### src/rtl/jdqt_pkg.sv
// Shared types and constants for the JPEG marker and DQT parser.
`timescale 1ns / 1ps

package jdqt_pkg;

    // Fixed geometry of a quantization table and of the stream fields
    localparam int TABLE_ENTRIES = 64;
    localparam int IDX_W         = 6;
    localparam int ID_W          = 4;
    localparam int VAL_W         = 16;
    localparam int TDATA_OUT_W   = 32;

    // Marker codes, last entry index and segment length constants
    localparam logic [7:0] MARKER_PREFIX = 8'hFF;
    localparam logic [7:0] MARKER_SOI    = 8'hD8;
    localparam logic [7:0] MARKER_DQT    = 8'hDB;
    localparam logic [7:0] MARKER_APP0   = 8'hE0;
    localparam logic [7:0] MARKER_APP15  = 8'hEF;
    localparam logic [IDX_W-1:0] LAST_INDEX = IDX_W'(TABLE_ENTRIES - 1);
    localparam logic [15:0] NEED_NARROW  = 16'(TABLE_ENTRIES);
    localparam logic [15:0] NEED_WIDE    = 16'(2 * TABLE_ENTRIES);
    localparam logic [15:0] LEN_HEADER   = 16'd2;

    typedef enum logic [3:0] {
        PH_SOI0       = 4'd0,
        PH_SOI1       = 4'd1,
        PH_MARK0      = 4'd2,
        PH_MARK1      = 4'd3,
        PH_DQT_LEN_HI = 4'd4,
        PH_DQT_LEN_LO = 4'd5,
        PH_DQT_INFO   = 4'd6,
        PH_ENTRY_HI   = 4'd7,
        PH_ENTRY_LO   = 4'd8,
        PH_APP_LEN_HI = 4'd9,
        PH_APP_LEN_LO = 4'd10,
        PH_APP_SKIP   = 4'd11
    } t_phase;

    typedef enum logic [2:0] {
        EV_ENTRY     = 3'd0,
        EV_NO_SOI    = 3'd1,
        EV_NO_MARKER = 3'd2,
        EV_BAD_ID    = 3'd3,
        EV_BAD_LEN   = 3'd4,
        EV_EARLY_END = 3'd5
    } t_event;

    typedef struct packed {
        t_event           event_res;
        logic [1:0]       table_id;
        logic [IDX_W-1:0] entry_index;
        logic [VAL_W-1:0] entry_value;
        logic             wide_entries;
        logic             last_in_table;
    } t_result;

    typedef struct packed {
        logic             en;
        logic [ID_W-1:0]  table_sel;
        logic [IDX_W-1:0] index;
        logic [VAL_W-1:0] value;
    } t_wr;

    typedef struct packed {
        logic   halted;
        t_phase phase;
    } t_status;

endpackage

### src/rtl/jpeg_marker_and_dqt_parser_top.sv
// Top level: JPEG marker scanner and DQT loader with stream ports and table RAM.
// Path: an accepted byte is held in the input register, its result beat in the result register.
// Throughput: one byte per cycle; a byte with a result waits in the input register
// only while the result register is full and not being taken.
// Reset: synchronous, active low; clears phase, counters, halt flag and beat valids.
// The table RAM is not cleared; its contents are undefined until written.
`timescale 1ns / 1ps

module jpeg_marker_and_dqt_parser_top #(
    parameter int TABLE_COUNT = 4
) (
    input  logic        i_clk,
    input  logic        i_rst_n,
    // Input byte stream
    input  logic        i_s_tvalid,
    output logic        o_s_tready,
    input  logic [7:0]  i_s_tdata,   // [7:0] data_byte
    input  logic        i_s_tlast,   // end_of_stream
    // Result stream
    output logic        o_m_tvalid,
    input  logic        i_m_tready,
    output logic [31:0] o_m_tdata,   // [2:0] event_res, [4:3] table_id, [10:5] entry_index,
                                     // [26:11] entry_value, [27] wide_entries, [31:28] zero
    output logic        o_m_tlast    // last_in_table
);

    localparam int DEPTH  = TABLE_COUNT * jdqt_pkg::TABLE_ENTRIES;
    localparam int ADDR_W = $clog2(DEPTH);

    // Input register: holds one byte; doubles as the skid stage when the
    // result register is blocked.
    logic       r_in_valid;
    logic [7:0] r_in_data;
    logic       r_in_eos;

    // Result register
    logic              r_out_valid;
    jdqt_pkg::t_result r_out;

    logic              take;
    logic              emit;
    logic              out_free;
    logic              res_load;
    logic              s_accept;
    jdqt_pkg::t_result res;
    jdqt_pkg::t_wr     wr;
    jdqt_pkg::t_status stat;
    logic [ADDR_W-1:0] wr_addr;

    // The result register can take a new beat when empty or draining this cycle
    assign out_free   = !r_out_valid || i_m_tready;
    assign res_load   = take && emit;
    assign o_s_tready = !r_in_valid || take;
    assign s_accept   = i_s_tvalid && o_s_tready;

    always_ff @(posedge i_clk) begin
        if (!i_rst_n) begin
            r_in_valid <= 1'b0;
        end else if (s_accept) begin
            r_in_valid <= 1'b1;
        end else if (take) begin
            r_in_valid <= 1'b0;
        end
    end

    // Payload: load on every accepted beat, no reset needed
    always_ff @(posedge i_clk) begin
        if (s_accept) begin
            r_in_data <= i_s_tdata;
            r_in_eos  <= i_s_tlast;
        end
    end

    jdqt_parser #(
        .TABLE_COUNT(TABLE_COUNT)
    ) u_parser (
        .i_clk      (i_clk),
        .i_rst_n    (i_rst_n),
        .i_valid    (r_in_valid),
        .i_data     (r_in_data),
        .i_eos      (r_in_eos),
        .i_out_free (out_free),
        .o_take     (take),
        .o_emit     (emit),
        .o_res      (res),
        .o_wr       (wr),
        .o_stat     (stat)
    );

    // Table index selects a 64-entry row; the id is already range-checked
    assign wr_addr = ADDR_W'({wr.table_sel, wr.index});

    jdqt_ram #(
        .WIDTH(jdqt_pkg::VAL_W),
        .DEPTH(DEPTH)
    ) u_table_ram (
        .i_clk     (i_clk),
        .i_wr_en   (wr.en),
        .i_wr_addr (wr_addr),
        .i_wr_data (wr.value),
        .i_rd_addr (wr_addr),
        .o_rd_data ()
    );

    // Result beat valid: set on load, drop once taken
    always_ff @(posedge i_clk) begin
        if (!i_rst_n) begin
            r_out_valid <= 1'b0;
        end else if (res_load) begin
            r_out_valid <= 1'b1;
        end else if (i_m_tready) begin
            r_out_valid <= 1'b0;
        end
    end

    always_ff @(posedge i_clk) begin
        if (res_load) begin
            r_out <= res;
        end
    end

    assign o_m_tvalid = r_out_valid;
    assign o_m_tdata  = {4'd0, r_out.wide_entries, r_out.entry_value, r_out.entry_index,
                         r_out.table_id, r_out.event_res};
    assign o_m_tlast  = r_out.last_in_table;

    // Never overwrite a result beat that is still waiting
    a_no_overwrite: assert property (@(posedge i_clk) disable iff (!i_rst_n)
        (r_out_valid && !i_m_tready) |-> !res_load)
        else $error("result register overwritten while stalled");

    // Once halted, no further result is produced
    a_silent_halt: assert property (@(posedge i_clk) disable iff (!i_rst_n)
        stat.halted |-> !res_load)
        else $error("result produced after halt");

    // Any error result halts the parser
    a_error_halts: assert property (@(posedge i_clk) disable iff (!i_rst_n)
        (res_load && res.event_res != jdqt_pkg::EV_ENTRY) |=> stat.halted)
        else $error("error reported without halting");

    // Table end marks only the final entry index
    a_last_index: assert property (@(posedge i_clk) disable iff (!i_rst_n)
        (r_out_valid && r_out.last_in_table) |-> (r_out.entry_index == jdqt_pkg::LAST_INDEX))
        else $error("last_in_table on a non-final entry");

endmodule

### src/rtl/jdqt_ram.sv
// Generic single-write, single-read RAM with registered read data.
`timescale 1ns / 1ps

module jdqt_ram #(
    parameter int WIDTH = 16,
    parameter int DEPTH = 256
) (
    input  logic                     i_clk,
    input  logic                     i_wr_en,
    input  logic [$clog2(DEPTH)-1:0] i_wr_addr,
    input  logic [WIDTH-1:0]         i_wr_data,
    input  logic [$clog2(DEPTH)-1:0] i_rd_addr,
    output logic [WIDTH-1:0]         o_rd_data
);

    logic [WIDTH-1:0] r_mem [DEPTH];
    logic [WIDTH-1:0] r_rd_data;

    always_ff @(posedge i_clk) begin
        if (i_wr_en) begin
            r_mem[i_wr_addr] <= i_wr_data;
        end
        r_rd_data <= r_mem[i_rd_addr];
    end

    assign o_rd_data = r_rd_data;

endmodule

### src/rtl/jdqt_parser.sv
// Marker/DQT parse state machine: phase registers and per-byte next-state logic.
`timescale 1ns / 1ps

module jdqt_parser #(
    parameter int TABLE_COUNT = 4
) (
    input  logic              i_clk,
    input  logic              i_rst_n,
    input  logic              i_valid,
    input  logic [7:0]        i_data,
    input  logic              i_eos,
    input  logic              i_out_free,
    output logic              o_take,
    output logic              o_emit,
    output jdqt_pkg::t_result o_res,
    output jdqt_pkg::t_wr     o_wr,
    output jdqt_pkg::t_status o_stat
);

    jdqt_pkg::t_phase r_phase, n_phase;
    logic [15:0]                r_remain, n_remain;
    logic [jdqt_pkg::IDX_W-1:0] r_count, n_count;
    logic [jdqt_pkg::ID_W-1:0]  r_table, n_table;
    logic                       r_wide, n_wide;
    logic [7:0]                 r_hold, n_hold;
    logic                       r_halted, n_halted;

    logic              emit;
    jdqt_pkg::t_result res;
    jdqt_pkg::t_wr     wr;
    logic [15:0]       seg_len;
    logic [15:0]       rem_dec;
    logic [15:0]       need;
    logic              id_bad;
    logic              is_last;
    logic              take;

    assign seg_len = {r_hold, i_data};
    assign rem_dec = r_remain - 16'd1;
    assign need    = (i_data[7:4] != 4'd0) ? jdqt_pkg::NEED_WIDE : jdqt_pkg::NEED_NARROW;
    assign id_bad  = {1'b0, i_data[3:0]} >= 5'(TABLE_COUNT);
    assign is_last = r_count == jdqt_pkg::LAST_INDEX;

    always_comb begin
        n_phase  = r_phase;
        n_remain = r_remain;
        n_count  = r_count;
        n_table  = r_table;
        n_wide   = r_wide;
        n_hold   = r_hold;
        n_halted = r_halted;
        emit     = 1'b0;
        res      = '0;
        wr       = '0;
        if (!r_halted) begin
            if (i_eos) begin
                emit     = 1'b1;
                n_halted = 1'b1;
                res.event_res = (r_phase == jdqt_pkg::PH_SOI0 ||
                                 r_phase == jdqt_pkg::PH_SOI1) ?
                                jdqt_pkg::EV_NO_SOI : jdqt_pkg::EV_EARLY_END;
            end else begin
                case (r_phase)
                    jdqt_pkg::PH_SOI0: begin
                        n_hold  = i_data;
                        n_phase = jdqt_pkg::PH_SOI1;
                    end
                    jdqt_pkg::PH_SOI1: begin
                        if (r_hold != jdqt_pkg::MARKER_PREFIX ||
                            i_data != jdqt_pkg::MARKER_SOI) begin
                            emit          = 1'b1;
                            n_halted      = 1'b1;
                            res.event_res = jdqt_pkg::EV_NO_SOI;
                        end else begin
                            n_phase = jdqt_pkg::PH_MARK0;
                        end
                    end
                    jdqt_pkg::PH_MARK0: begin
                        n_hold  = i_data;
                        n_phase = jdqt_pkg::PH_MARK1;
                    end
                    jdqt_pkg::PH_MARK1: begin
                        if (r_hold != jdqt_pkg::MARKER_PREFIX) begin
                            emit          = 1'b1;
                            n_halted      = 1'b1;
                            res.event_res = jdqt_pkg::EV_NO_MARKER;
                        end else if (i_data == jdqt_pkg::MARKER_DQT) begin
                            n_phase = jdqt_pkg::PH_DQT_LEN_HI;
                        end else if (i_data inside {[jdqt_pkg::MARKER_APP0 :
                                                     jdqt_pkg::MARKER_APP15]}) begin
                            n_phase = jdqt_pkg::PH_APP_LEN_HI;
                        end else begin
                            n_phase = jdqt_pkg::PH_MARK0;
                        end
                    end
                    jdqt_pkg::PH_DQT_LEN_HI: begin
                        n_hold  = i_data;
                        n_phase = jdqt_pkg::PH_DQT_LEN_LO;
                    end
                    jdqt_pkg::PH_APP_LEN_HI: begin
                        n_hold  = i_data;
                        n_phase = jdqt_pkg::PH_APP_LEN_LO;
                    end
                    jdqt_pkg::PH_DQT_LEN_LO, jdqt_pkg::PH_APP_LEN_LO: begin
                        if (seg_len < jdqt_pkg::LEN_HEADER) begin
                            emit          = 1'b1;
                            n_halted      = 1'b1;
                            res.event_res = jdqt_pkg::EV_BAD_LEN;
                        end else begin
                            n_remain = seg_len - jdqt_pkg::LEN_HEADER;
                            if (seg_len == jdqt_pkg::LEN_HEADER) begin
                                n_phase = jdqt_pkg::PH_MARK0;
                            end else if (r_phase == jdqt_pkg::PH_DQT_LEN_LO) begin
                                n_phase = jdqt_pkg::PH_DQT_INFO;
                            end else begin
                                n_phase = jdqt_pkg::PH_APP_SKIP;
                            end
                        end
                    end
                    jdqt_pkg::PH_DQT_INFO: begin
                        n_remain = rem_dec;
                        if (id_bad) begin
                            emit          = 1'b1;
                            n_halted      = 1'b1;
                            res.event_res = jdqt_pkg::EV_BAD_ID;
                        end else if (rem_dec < need) begin
                            emit          = 1'b1;
                            n_halted      = 1'b1;
                            res.event_res = jdqt_pkg::EV_BAD_LEN;
                        end else begin
                            n_remain = rem_dec - need;
                            n_table  = i_data[3:0];
                            n_wide   = i_data[7:4] != 4'd0;
                            n_count  = '0;
                            n_phase  = (i_data[7:4] != 4'd0) ? jdqt_pkg::PH_ENTRY_HI :
                                                               jdqt_pkg::PH_ENTRY_LO;
                        end
                    end
                    jdqt_pkg::PH_ENTRY_HI: begin
                        n_hold  = i_data;
                        n_phase = jdqt_pkg::PH_ENTRY_LO;
                    end
                    jdqt_pkg::PH_ENTRY_LO: begin
                        emit              = 1'b1;
                        wr.en             = 1'b1;
                        wr.table_sel      = r_table;
                        wr.index          = r_count;
                        wr.value          = r_wide ? {r_hold, i_data} : {8'd0, i_data};
                        res.event_res     = jdqt_pkg::EV_ENTRY;
                        res.table_id      = r_table[1:0];
                        res.entry_index   = r_count;
                        res.entry_value   = wr.value;
                        res.wide_entries  = r_wide;
                        res.last_in_table = is_last;
                        if (is_last) begin
                            n_count = '0;
                            n_phase = (r_remain == 16'd0) ? jdqt_pkg::PH_MARK0 :
                                                            jdqt_pkg::PH_DQT_INFO;
                        end else begin
                            n_count = r_count + 1'b1;
                            n_phase = r_wide ? jdqt_pkg::PH_ENTRY_HI : jdqt_pkg::PH_ENTRY_LO;
                        end
                    end
                    jdqt_pkg::PH_APP_SKIP: begin
                        n_remain = rem_dec;
                        if (rem_dec == 16'd0) begin
                            n_phase = jdqt_pkg::PH_MARK0;
                        end
                    end
                    default: begin
                        n_phase = jdqt_pkg::PH_MARK0;
                    end
                endcase
            end
        end
    end

    // Consume the held byte unless it has a result and the output is blocked
    assign take = i_valid && (!emit || i_out_free);

    always_ff @(posedge i_clk) begin
        if (!i_rst_n) begin
            r_phase  <= jdqt_pkg::PH_SOI0;
            r_remain <= '0;
            r_count  <= '0;
            r_table  <= '0;
            r_wide   <= 1'b0;
            r_hold   <= '0;
            r_halted <= 1'b0;
        end else if (take) begin
            r_phase  <= n_phase;
            r_remain <= n_remain;
            r_count  <= n_count;
            r_table  <= n_table;
            r_wide   <= n_wide;
            r_hold   <= n_hold;
            r_halted <= n_halted;
        end
    end

    assign o_take        = take;
    assign o_emit        = emit;
    assign o_res         = res;
    assign o_wr.en       = wr.en && take;
    assign o_wr.table_sel = wr.table_sel;
    assign o_wr.index    = wr.index;
    assign o_wr.value    = wr.value;
    assign o_stat.halted = r_halted;
    assign o_stat.phase  = r_phase;

endmodule
### config.mk
export PLATFORM = sky130hd
export DESIGN_NAME = jpeg_marker_and_dqt_parser_top
export DESIGN_NICKNAME = d
export VERILOG_FILES = /design/src/rtl/jdqt_pkg.sv /design/src/rtl/jpeg_marker_and_dqt_parser_top.sv /design/src/rtl/jdqt_ram.sv /design/src/rtl/jdqt_parser.sv
export SDC_FILE = /design/constraint.sdc
export NUM_CORES = 1
export LEC_CHECK = 0
export ABC_AREA = 1
export ABC_CLOCK_PERIOD_IN_PS = 3090
export BUFFER_PORTS_ARGS = -buffer_cell sky130_fd_sc_hd__buf_2
export CORE_MARGIN = 10
export CORE_UTILIZATION = 50
export CTS_CLUSTER_DIAMETER = 150
export CTS_CLUSTER_SIZE = 12
export DETAILED_ROUTE_END_ITERATION = 10
export PLACE_DENSITY = 0.71
export SYNTH_ARGS = -nofsm -noshare
export SYNTH_HDL_FRONTEND = slang
export SYNTH_HIERARCHICAL = 1
export SYNTH_SLANG_ARGS = --single-unit
### constraint.sdc
create_clock -name i_clk -period 3.09 [get_ports i_clk]
set_clock_uncertainty 0.05 [all_clocks]
set_input_delay 0.1545 -clock i_clk [delete_from_list [all_inputs] [get_ports i_clk]]
set_output_delay 0.1545 -clock i_clk [all_outputs]
set_load 0.01 [all_outputs]
==> flow_metrics.env, run 1 <==
export IMPL_worst_path_most_repeated_cell="inv_2"
export IMPL_ir_worst_vdd_mv=0.242
export IMPL_ant_nets=0
export IMPL_drive_gt1_frac=0.183
export IMPL_core_region_area_mm2=0.0102
export IMPL_portBuffers=43
export IMPL_tritoncts_num_buffers=9
export IMPL_core_rowCount=37
export IMPL_dp_cells=922
export IMPL_grt_overflow_total=0
export IMPL_startpoint_type="flip-flop"
export IMPL_worstSetupPathType="reg2out"
export IMPL_mostFrequentLayoutCells="nand2_1, nor2_1, inv_1, buf_2, nand3_1"
export IMPL_synth_area_mm2=0.00515
export IMPL_arrival_ps=2700
export IMPL_clk_pin_slew_ps=80
export IMPL_drv_slew=0
export IMPL_dr_pass1_iters=6
export IMPL_grt_max_degree=40
export IMPL_io_pin_count=48
export IMPL_grt_pass1_vias=4699
export IMPL_syn2layout_area_growth_pct=15.0
export IMPL_utilization=0.582
export IMPL_multi_input_area_mm2=0.00273
export IMPL_hold_viol_final=0
export IMPL_drcViolationCount=0
export IMPL_ff_latch_area_mm2=0.00194
export IMPL_final_cells=948
export IMPL_nets=828
export IMPL_pre_cts_ws_ps=134
export IMPL_power_density_mw_per_mm2=396
export IMPL_die_area_mm2=0.0148
export IMPL_clockBufferDepth=2
export IMPL_ys_warn_count=6
export IMPL_setup_violations_final=0
export IMPL_final_common_cell="nand2_1"
export IMPL_totalPowerFinal_mw=2.35
export IMPL_fin_setup_tns_ps=0
export IMPL_worst_setup_path_end_kind="output port"
export IMPL_fmax_mhz=344
export IMPL_finalCritPeriodShare=0.940
export IMPL_syn_avg_cell_area_um2=6.96
export IMPL_antenna_found_initial=0
export IMPL_status="finished clean"
export IMPL_cts_tree="yes"
export IMPL_routed_via_count=4968
export IMPL_initial_core_util=0.506
export IMPL_diodes=0
export IMPL_slowest_stage="fa_2"
export IMPL_die_x_um=122
export IMPL_dieHeight_um=122
export IMPL_via_per_inst=5.24
export IMPL_drtIter0Drc=573
export IMPL_power_leakage_nw=2.82
export IMPL_worst_pin_slew_ps=791
export IMPL_cap_violations=0
export IMPL_routabilityCongestion=0.915
export IMPL_wl_per_cell_um=15.5
export IMPL_clock_latency_ps=360
export IMPL_htreeDepth=3
export IMPL_fillers=1014
export IMPL_period_needed_ps=2900
export IMPL_track_usage=0.201
export IMPL_clkSinkCount=78
export IMPL_netlist_instances=741
export IMPL_max_stage_delay_ps=390
export IMPL_dp_hpwl_um=11300
export IMPL_finalWorstSetupSlack_ps=186
export IMPL_required_ps=2890
export IMPL_grt_pass1_wl_um=23700
export IMPL_crit_chain="inv_4, ha_4, nand3_2, xor2_2, inv_2, ha_2, inv_2, fa_2, inv_2, nand3_4, nand4_4, nand3_4, nand2_2, inv_1, inv_1, nand2_2, buf_2"
export IMPL_holdCritPathClass="in2reg"
export IMPL_totalWireLength_um=14700
export IMPL_timing_slew_headroom=0.473
export IMPL_crit_fanout=4
export IMPL_cts_root_buf="clkbuf_8"
==> cell type report <==
class                           instances  share of cell area
Sequential cell                        78               0.328
Clock buffer                           10              0.0215
Timing Repair Buffer                   70              0.0765
Inverter                              115              0.0739
Tap cell                              136              0.0287
Clock inverter                          6              0.0101
Multi-Input combinational cell        533               0.461
==> worst paths after layout <==
kind | start | endpoint | slack (ps) | depth (start not counted)
worst max-delay path | u_parser/r_remain[0] | o_s_tready | 190 | 17
worst min-delay path | i_s_tvalid | r_in_valid | 30 | 3
worst max register to register | u_parser/r_remain[0] | u_parser/r_remain[6] | 370 | 17
worst min register to register | o_m_tvalid | o_m_tvalid | 460 | 2
==> critical path: cells and delay by family, from the launching register on <==
family	cells	cell delay [ps]
fa+ha+maj	3	710
flops	1	350
buf+inv	7	570
xor+xnor	1	180
simple gates	6	530
==> stage by stage <==
step           cell area, um^2  hold slack, ps
2_1_floorplan             5190             203
3_3_place_gp              5590             282
3_5_place_dp              5590             283
4_1_cts                   5870            28.2
5_1_grt                   5920            40.2
6_report                  5920            35.0
==> routing by layer <==
layer,track usage,up-vias,part of all wire
li1,-,2475,-
met3,0.0451,35,0.070
met4,0.0768,0,0.026
met1,0.259,2238,0.44
met5,0,-,0
met2,0.320,220,0.46
==> state kept, by name, indices dropped and copies added, names as in the netlist <==
register	count
u_parser/r_remain	16
r_in_eos	1
r_in_valid	1
o_m_tlast	1
o_m_tvalid	1
r_in_data	8
u_parser/r_table	2
u_parser/r_hold	8
u_parser/r_wide	1
u_parser/r_count	6
o_m_tdata	28
u_parser/r_phase	4
u_parser/r_halted	1
==> power breakdown <==
group / switching [mW] / internal, mW / leakage [nW]
Clock: 0.381 / 0.371 / 0.0941
Sequential: 0.0311 / 1.13 / 0.682
Combinational: 0.290 / 0.142 / 2.04
Total: 0.701 / 1.64 / 2.82
==> what timing repair did <==
action	4_1_cts	5_1_grt
hold buffers	9	0
hold endpoints to repair	9	0
endpoints found under the setup margin	0	66
setup buffers	0	0
gates resized for setup	0	13
Power figures use the tool's default switching activity.
==> run 2: changes to the inputs <==
--- a/constraint.sdc
+++ b/constraint.sdc
@@ -3,3 +3,3 @@
 set_input_delay 0.1545 -clock i_clk [delete_from_list [all_inputs] [get_ports i_clk]]
 set_output_delay 0.1545 -clock i_clk [all_outputs]
-set_load 0.01 [all_outputs]
+set_load 0.05 [all_outputs]
==> flow_metrics.env, run 2 (synthesis results as in run 1) <==
export IMPL_status="finished clean"
export IMPL_mostFrequentLayoutCells="nand2_1, nor2_1, inv_1, nand3_1, buf_2"
export IMPL_rsz0062_at_grt="true"
export IMPL_largest_reg_flops=28
export IMPL_rrSetupSlack_ps=310
export IMPL_cts_tree="yes"
export IMPL_r2r_start="u_parser/r_remain[1]"
export IMPL_worstSetupPathType="reg2out"
export IMPL_cts_root_buf="clkbuf_8"
export IMPL_clockBufferDepth=2
export IMPL_core_region_area_mm2=0.0102
export IMPL_startpoint_type="flip-flop"
export IMPL_hold_path_startpoint="i_s_tvalid"
export IMPL_post_cts_setup_buffers=0
export IMPL_fillers=1014
export IMPL_worst_pin_slew_ps=802
export IMPL_timing_slew_headroom=0.465
export IMPL_timing_hold_ws_ps=41.5
export IMPL_grt_max_degree=40
export IMPL_hold_viol_final=0
export IMPL_pre_cts_ws_ps=134
export IMPL_totalPowerFinal_mw=2.42
export IMPL_fmax_mhz=342
export IMPL_routabilityCongestion=0.915
export IMPL_ant_nets=0
export IMPL_dieHeight_um=122
export IMPL_track_usage=0.201
export IMPL_finalWorstSetupSlack_ps=166
export IMPL_dp_hpwl_um=11300
export IMPL_holdCritPathClass="in2reg"
export IMPL_clk_pin_slew_ps=80
export IMPL_initial_core_util=0.506
export IMPL_arrival_ps=2720
export IMPL_drive_gt1_frac=0.182
export IMPL_drv_slew=0
export IMPL_clock_latency_ps=350
export IMPL_portBuffers=43
export IMPL_power_density_mw_per_mm2=409
export IMPL_drtIter0Drc=513
export IMPL_routed_via_count=4952
export IMPL_tritoncts_num_buffers=9
export IMPL_final_common_cell="nand2_1"
export IMPL_grt_overflow_total=0
export IMPL_clkSinkCount=78
export IMPL_drcViolationCount=0
export IMPL_via_per_inst=5.23
export IMPL_cp_startpoint="u_parser/r_remain[0]"
export IMPL_htreeDepth=3
export IMPL_required_ps=2890
export IMPL_nets=827
export IMPL_io_pin_count=48
export IMPL_grt_pass1_vias=4699
export IMPL_antenna_found_initial=0
export IMPL_die_x_um=122
export IMPL_period_needed_ps=2920
export IMPL_cap_violations=0
export IMPL_worst_setup_path_end_kind="output port"
export IMPL_totalWireLength_um=14500
export IMPL_syn2layout_area_growth_pct=14.7
export IMPL_diodes=0
export IMPL_finalCritPeriodShare=0.946
export IMPL_ir_worst_vdd_mv=0.246
export IMPL_wl_per_cell_um=15.3
export IMPL_ff_latch_area_mm2=0.00194
export IMPL_crit_fanout=4
export IMPL_grt_pass1_wl_um=23700
export IMPL_core_rowCount=37
export IMPL_setup_violations_final=0
export IMPL_die_area_mm2=0.0148
export IMPL_dr_pass1_iters=5
export IMPL_power_leakage_nw=2.82
export IMPL_multi_input_area_mm2=0.00272
## run 2: cell count changes in the layout (fill, tap and decap cells not counted), sizes merged
cell   previous run  this run
nand3            52        51
## run 2: final cells by class
cell class                 count  share of cell area
tap                          136              0.0288
inverter                     115              0.0741
clock buffer                  10              0.0216
timing repair buffer          70              0.0777
clock inverter                 6              0.0102
sequential                    78               0.329
multi-input combinational    532               0.459
## run 2: layer usage
layer | wire length, um | part of all wire | track usage | up-vias
li1 | - | - | - | 2471
met1 | 6360 | 0.44 | 0.259 | 2245
met2 | 6720 | 0.46 | 0.320 | 210
met3 | 1150 | 0.079 | 0.0451 | 26
met4 | 307 | 0.021 | 0.0768 | 0
met5 | 0 | 0 | 0 | -
## run 2: report_power, final
group	switching, mW	leakage [nW]	total, mW	internal (mW)
combinational	0.361	2.04	0.504	0.143
clock	0.382	0.0941	0.753	0.371
sequential	0.0311	0.682	1.16	1.13
total	0.774	2.82	2.42	1.65
## run 2: worst max-delay path: stages (launching register included)
cell     delay (ps)
dfxtp_2         350
inv_4            80
ha_4            160
nand3_2         120
xor2_2          180
inv_2            60
ha_2            160
inv_2            50
fa_2            390
inv_2            90
nand3_4         100
nand4_4         100
nand3_4          80
nand2_2          70
inv_1            60
inv_1            80
nand2_2          70
buf_6           160
## run 2: what timing repair did
| item | 4_1_cts | 5_1_grt |
|---|---|---|
| endpoints found under the hold margin | 9 | 0 |
| pin swaps | 0 | 1 |
| gates cloned | 0 | 0 |
| setup endpoints to repair | 1 | 66 |
| gates resized for setup | 1 | 13 |
| hold buffers | 9 | 0 |
## run 2: final timing paths
check | to | depth (start not counted)
max reg2reg | u_parser/r_remain[10] | 16
max | o_s_tready | 17
min | r_in_valid | 3
min reg2reg | o_m_tvalid | 2
## run 2: per-stage QoR
step | setup TNS (ps) | instances | utilization | area [um^2]
finish | 0 | 947 | 0.581 | 5910
global route | -27.1 | 947 | 0.581 | 5910
CTS | 0 | 947 | 0.576 | 5870
detailed placement | 0 | 922 | 0.549 | 5590
global placement | 0 | 922 | 0.549 | 5590
floorplan | 0 | 744 | - | 5190
==> run 3: changes to the inputs <==
PLACE_DENSITY = 0.72   (was 0.71)
SYNTH_HIERARCHICAL = not set   (was 1)
==> flow_metrics.env, run 3 <==
export IMPL_core_region_area_mm2=0.00982
export IMPL_ir_worst_vdd_mv=0.251
export IMPL_hold_viol_final=0
export IMPL_utilization=0.595
export IMPL_worstSetupPathType="reg2out"
export IMPL_io_pin_count=48
export IMPL_grt_pass1_vias=4585
export IMPL_synthTopCellsByArea="edfxtp_1, dfxtp_1, nand2_1"
export IMPL_syn_avg_cell_area_um2=6.82
export IMPL_wl_per_cell_um=14.8
export IMPL_synth_enable_flop_cells=38
export IMPL_ant_nets=0
export IMPL_synth_top_cell_area_share=0.225
export IMPL_max_stage_delay_ps=400
export IMPL_portBuffers=43
export IMPL_crit_chain="inv_2, ha_4, nand2_4, o21ai_1, nand2_1, inv_2, ha_1, inv_1, fa_2, inv_2, nand4_4, nand4_4, nand4_1, buf_6"
export IMPL_via_per_inst=5.19
export IMPL_dr_pass1_iters=5
export IMPL_setup_violations_final=0
export IMPL_diodes=0
export IMPL_ys_flop_type="dfxtp_1"
export IMPL_routed_via_count=4895
export IMPL_dp_hpwl_um=10900
export IMPL_htreeDepth=3
export IMPL_yosys_area_top_type="edfxtp_1"
export IMPL_cp_depth=14
export IMPL_power_leakage_nw=2.80
export IMPL_grt_pass1_wl_um=22800
export IMPL_clock_latency_ps=360
export IMPL_largest_reg_flops=28
export IMPL_track_usage=0.194
export IMPL_required_ps=2890
export IMPL_timing_hold_ws_ps=40.9
export IMPL_totalPowerFinal_mw=2.20
export IMPL_fillers=974
export IMPL_grt_overflow_total=0
export IMPL_worst_setup_path_end_kind="output port"
export IMPL_ys_seq_area_frac=0.383
export IMPL_drv_slew=0
export IMPL_finalCritPeriodShare=0.947
export IMPL_period_needed_ps=2920
export IMPL_antenna_found_initial=0
export IMPL_nets=827
export IMPL_ff_latch_area_mm2=0.00195
export IMPL_worst_path_most_repeated_cell="inv_2"
export IMPL_cts_root_buf="clkbuf_8"
export IMPL_cp_top_family="adder cells"
export IMPL_dieHeight_um=121
export IMPL_dp_cells=915
export IMPL_worst_pin_slew_ps=777
export IMPL_arrival_ps=2720
export IMPL_startpoint_type="flip-flop"
export IMPL_totalWireLength_um=13900
export IMPL_mostFrequentLayoutCells="nand2_1, nor2_1, inv_1, nand3_1, buf_2"
export IMPL_die_x_um=121
export IMPL_initial_core_util=0.516
export IMPL_tritoncts_num_buffers=9
export IMPL_final_cells=944
export IMPL_power_density_mw_per_mm2=377
export IMPL_timing_slew_headroom=0.481
export IMPL_grt_max_degree=39
export IMPL_crit_fanout=5
export IMPL_routabilityCongestion=0.960
export IMPL_die_area_mm2=0.0146
export IMPL_clk_pin_slew_ps=80
export IMPL_clockBufferDepth=2
export IMPL_netlist_instances=743
export IMPL_yosys_top_cells_count="nand2_1, nor2_1, inv_1"
export IMPL_yosysMostFrequentCell="nand2_1"
export IMPL_drcViolationCount=0
export IMPL_core_rowCount=36
export IMPL_async_reset_ff_frac=0
export IMPL_fin_setup_tns_ps=0
export IMPL_drive_gt1_frac=0.152
export IMPL_synth_area_mm2=0.00507
export IMPL_syn2layout_area_growth_pct=15.2
export IMPL_slowest_stage="fa_2"
export IMPL_synth_cell_types=45
export IMPL_cap_violations=0
export IMPL_ys_warn_count=0
export IMPL_multi_input_area_mm2=0.00267
export IMPL_drtIter0Drc=443
export IMPL_reg2reg_depth=18
export IMPL_ys_ff_latch=78
export IMPL_cts_tree="yes"
export IMPL_final_common_cell="nand2_1"
export IMPL_status="finished clean"
export IMPL_fmax_mhz=342
export IMPL_clkSinkCount=78
export IMPL_holdCritPathClass="in2reg"
export IMPL_rsz0062_at_grt="false"
export IMPL_hold_path_depth=3
export IMPL_critPathBufInv=5
run 3: where the power goes:
group          leakage (nW)  switching (mW)  internal, mW
sequential            0.697          0.0270          1.11
clock                0.0927           0.420         0.308
combinational          2.01           0.234        0.0968
run 3: path summary, 6_finish.rpt:
path	slack [ps]	to	startpoint
hold / removal	40	r_in_valid	i_s_tvalid
hold reg to reg	480	u_parser.r_table[0]	u_parser.r_table[0]
setup / recovery	170	o_s_tready	u_parser.r_remain[0]
setup reg to reg	210	u_parser.r_remain[3]	u_parser.r_remain[0]
run 3: metal layers:
metal	track usage	vias up	share of wire
li1	-	2478	-
met1	0.247	2237	0.44
met2	0.326	160	0.48
met3	0.0391	20	0.068
met4	0.0528	0	0.014
met5	0	-	0
run 3: cell type report:
type	instances	share of cell area
clock buffer	9	0.0212
clock inverter	7	0.0107
inverter	109	0.0701
multi-input combinational	539	0.457
sequential	78	0.333
tap	133	0.0285
timing repair buffer	69	0.0795
run 3: cells by family (layout without fill, tap and decap cells):
group	after synthesis	in the layout	share of synthesized area
compound gates	61	61	0.0743
xor+xnor	14	14	0.0242
fa+ha+maj	8	8	0.0212
buf+inv	129	194	0.103
flops	78	78	0.383
other cells	1	4	0.000740
simple gates	452	452	0.394
run 3: worst register-to-register path: stages (launching register included):
cell	delay [ps]
dfxtp_4	360
inv_2	100
ha_4	160
nand2_4	90
o21ai_1	130
nand2_1	90
inv_2	80
ha_1	150
inv_1	80
fa_2	400
inv_2	110
nand4_4	120
nand4_4	110
nand3_4	210
nand3_2	160
buf_12	190
nand2_1	70
nand2_1	60
nor2_1	60
run 3: timing repair:
action | CTS | global route
setup endpoints to repair | 0 | 57
hold buffers | 9 | 0
endpoints found under the hold margin | 9 | 0
setup buffers | 0 | 4
gates resized for setup | 0 | 12
run 3: per-stage QoR:
| step | instance area, um^2 | setup slack, ps |
|---|---|---|
| 2_1_floorplan | 5100 | 15.6 |
| 3_3_place_gp | 5500 | 261 |
| 4_1_cts | 5770 | 36.8 |
| 3_5_place_dp | 5500 | 123 |
| 5_1_grt | 5840 | 4.49 |
| 6_report | 5840 | 165 |
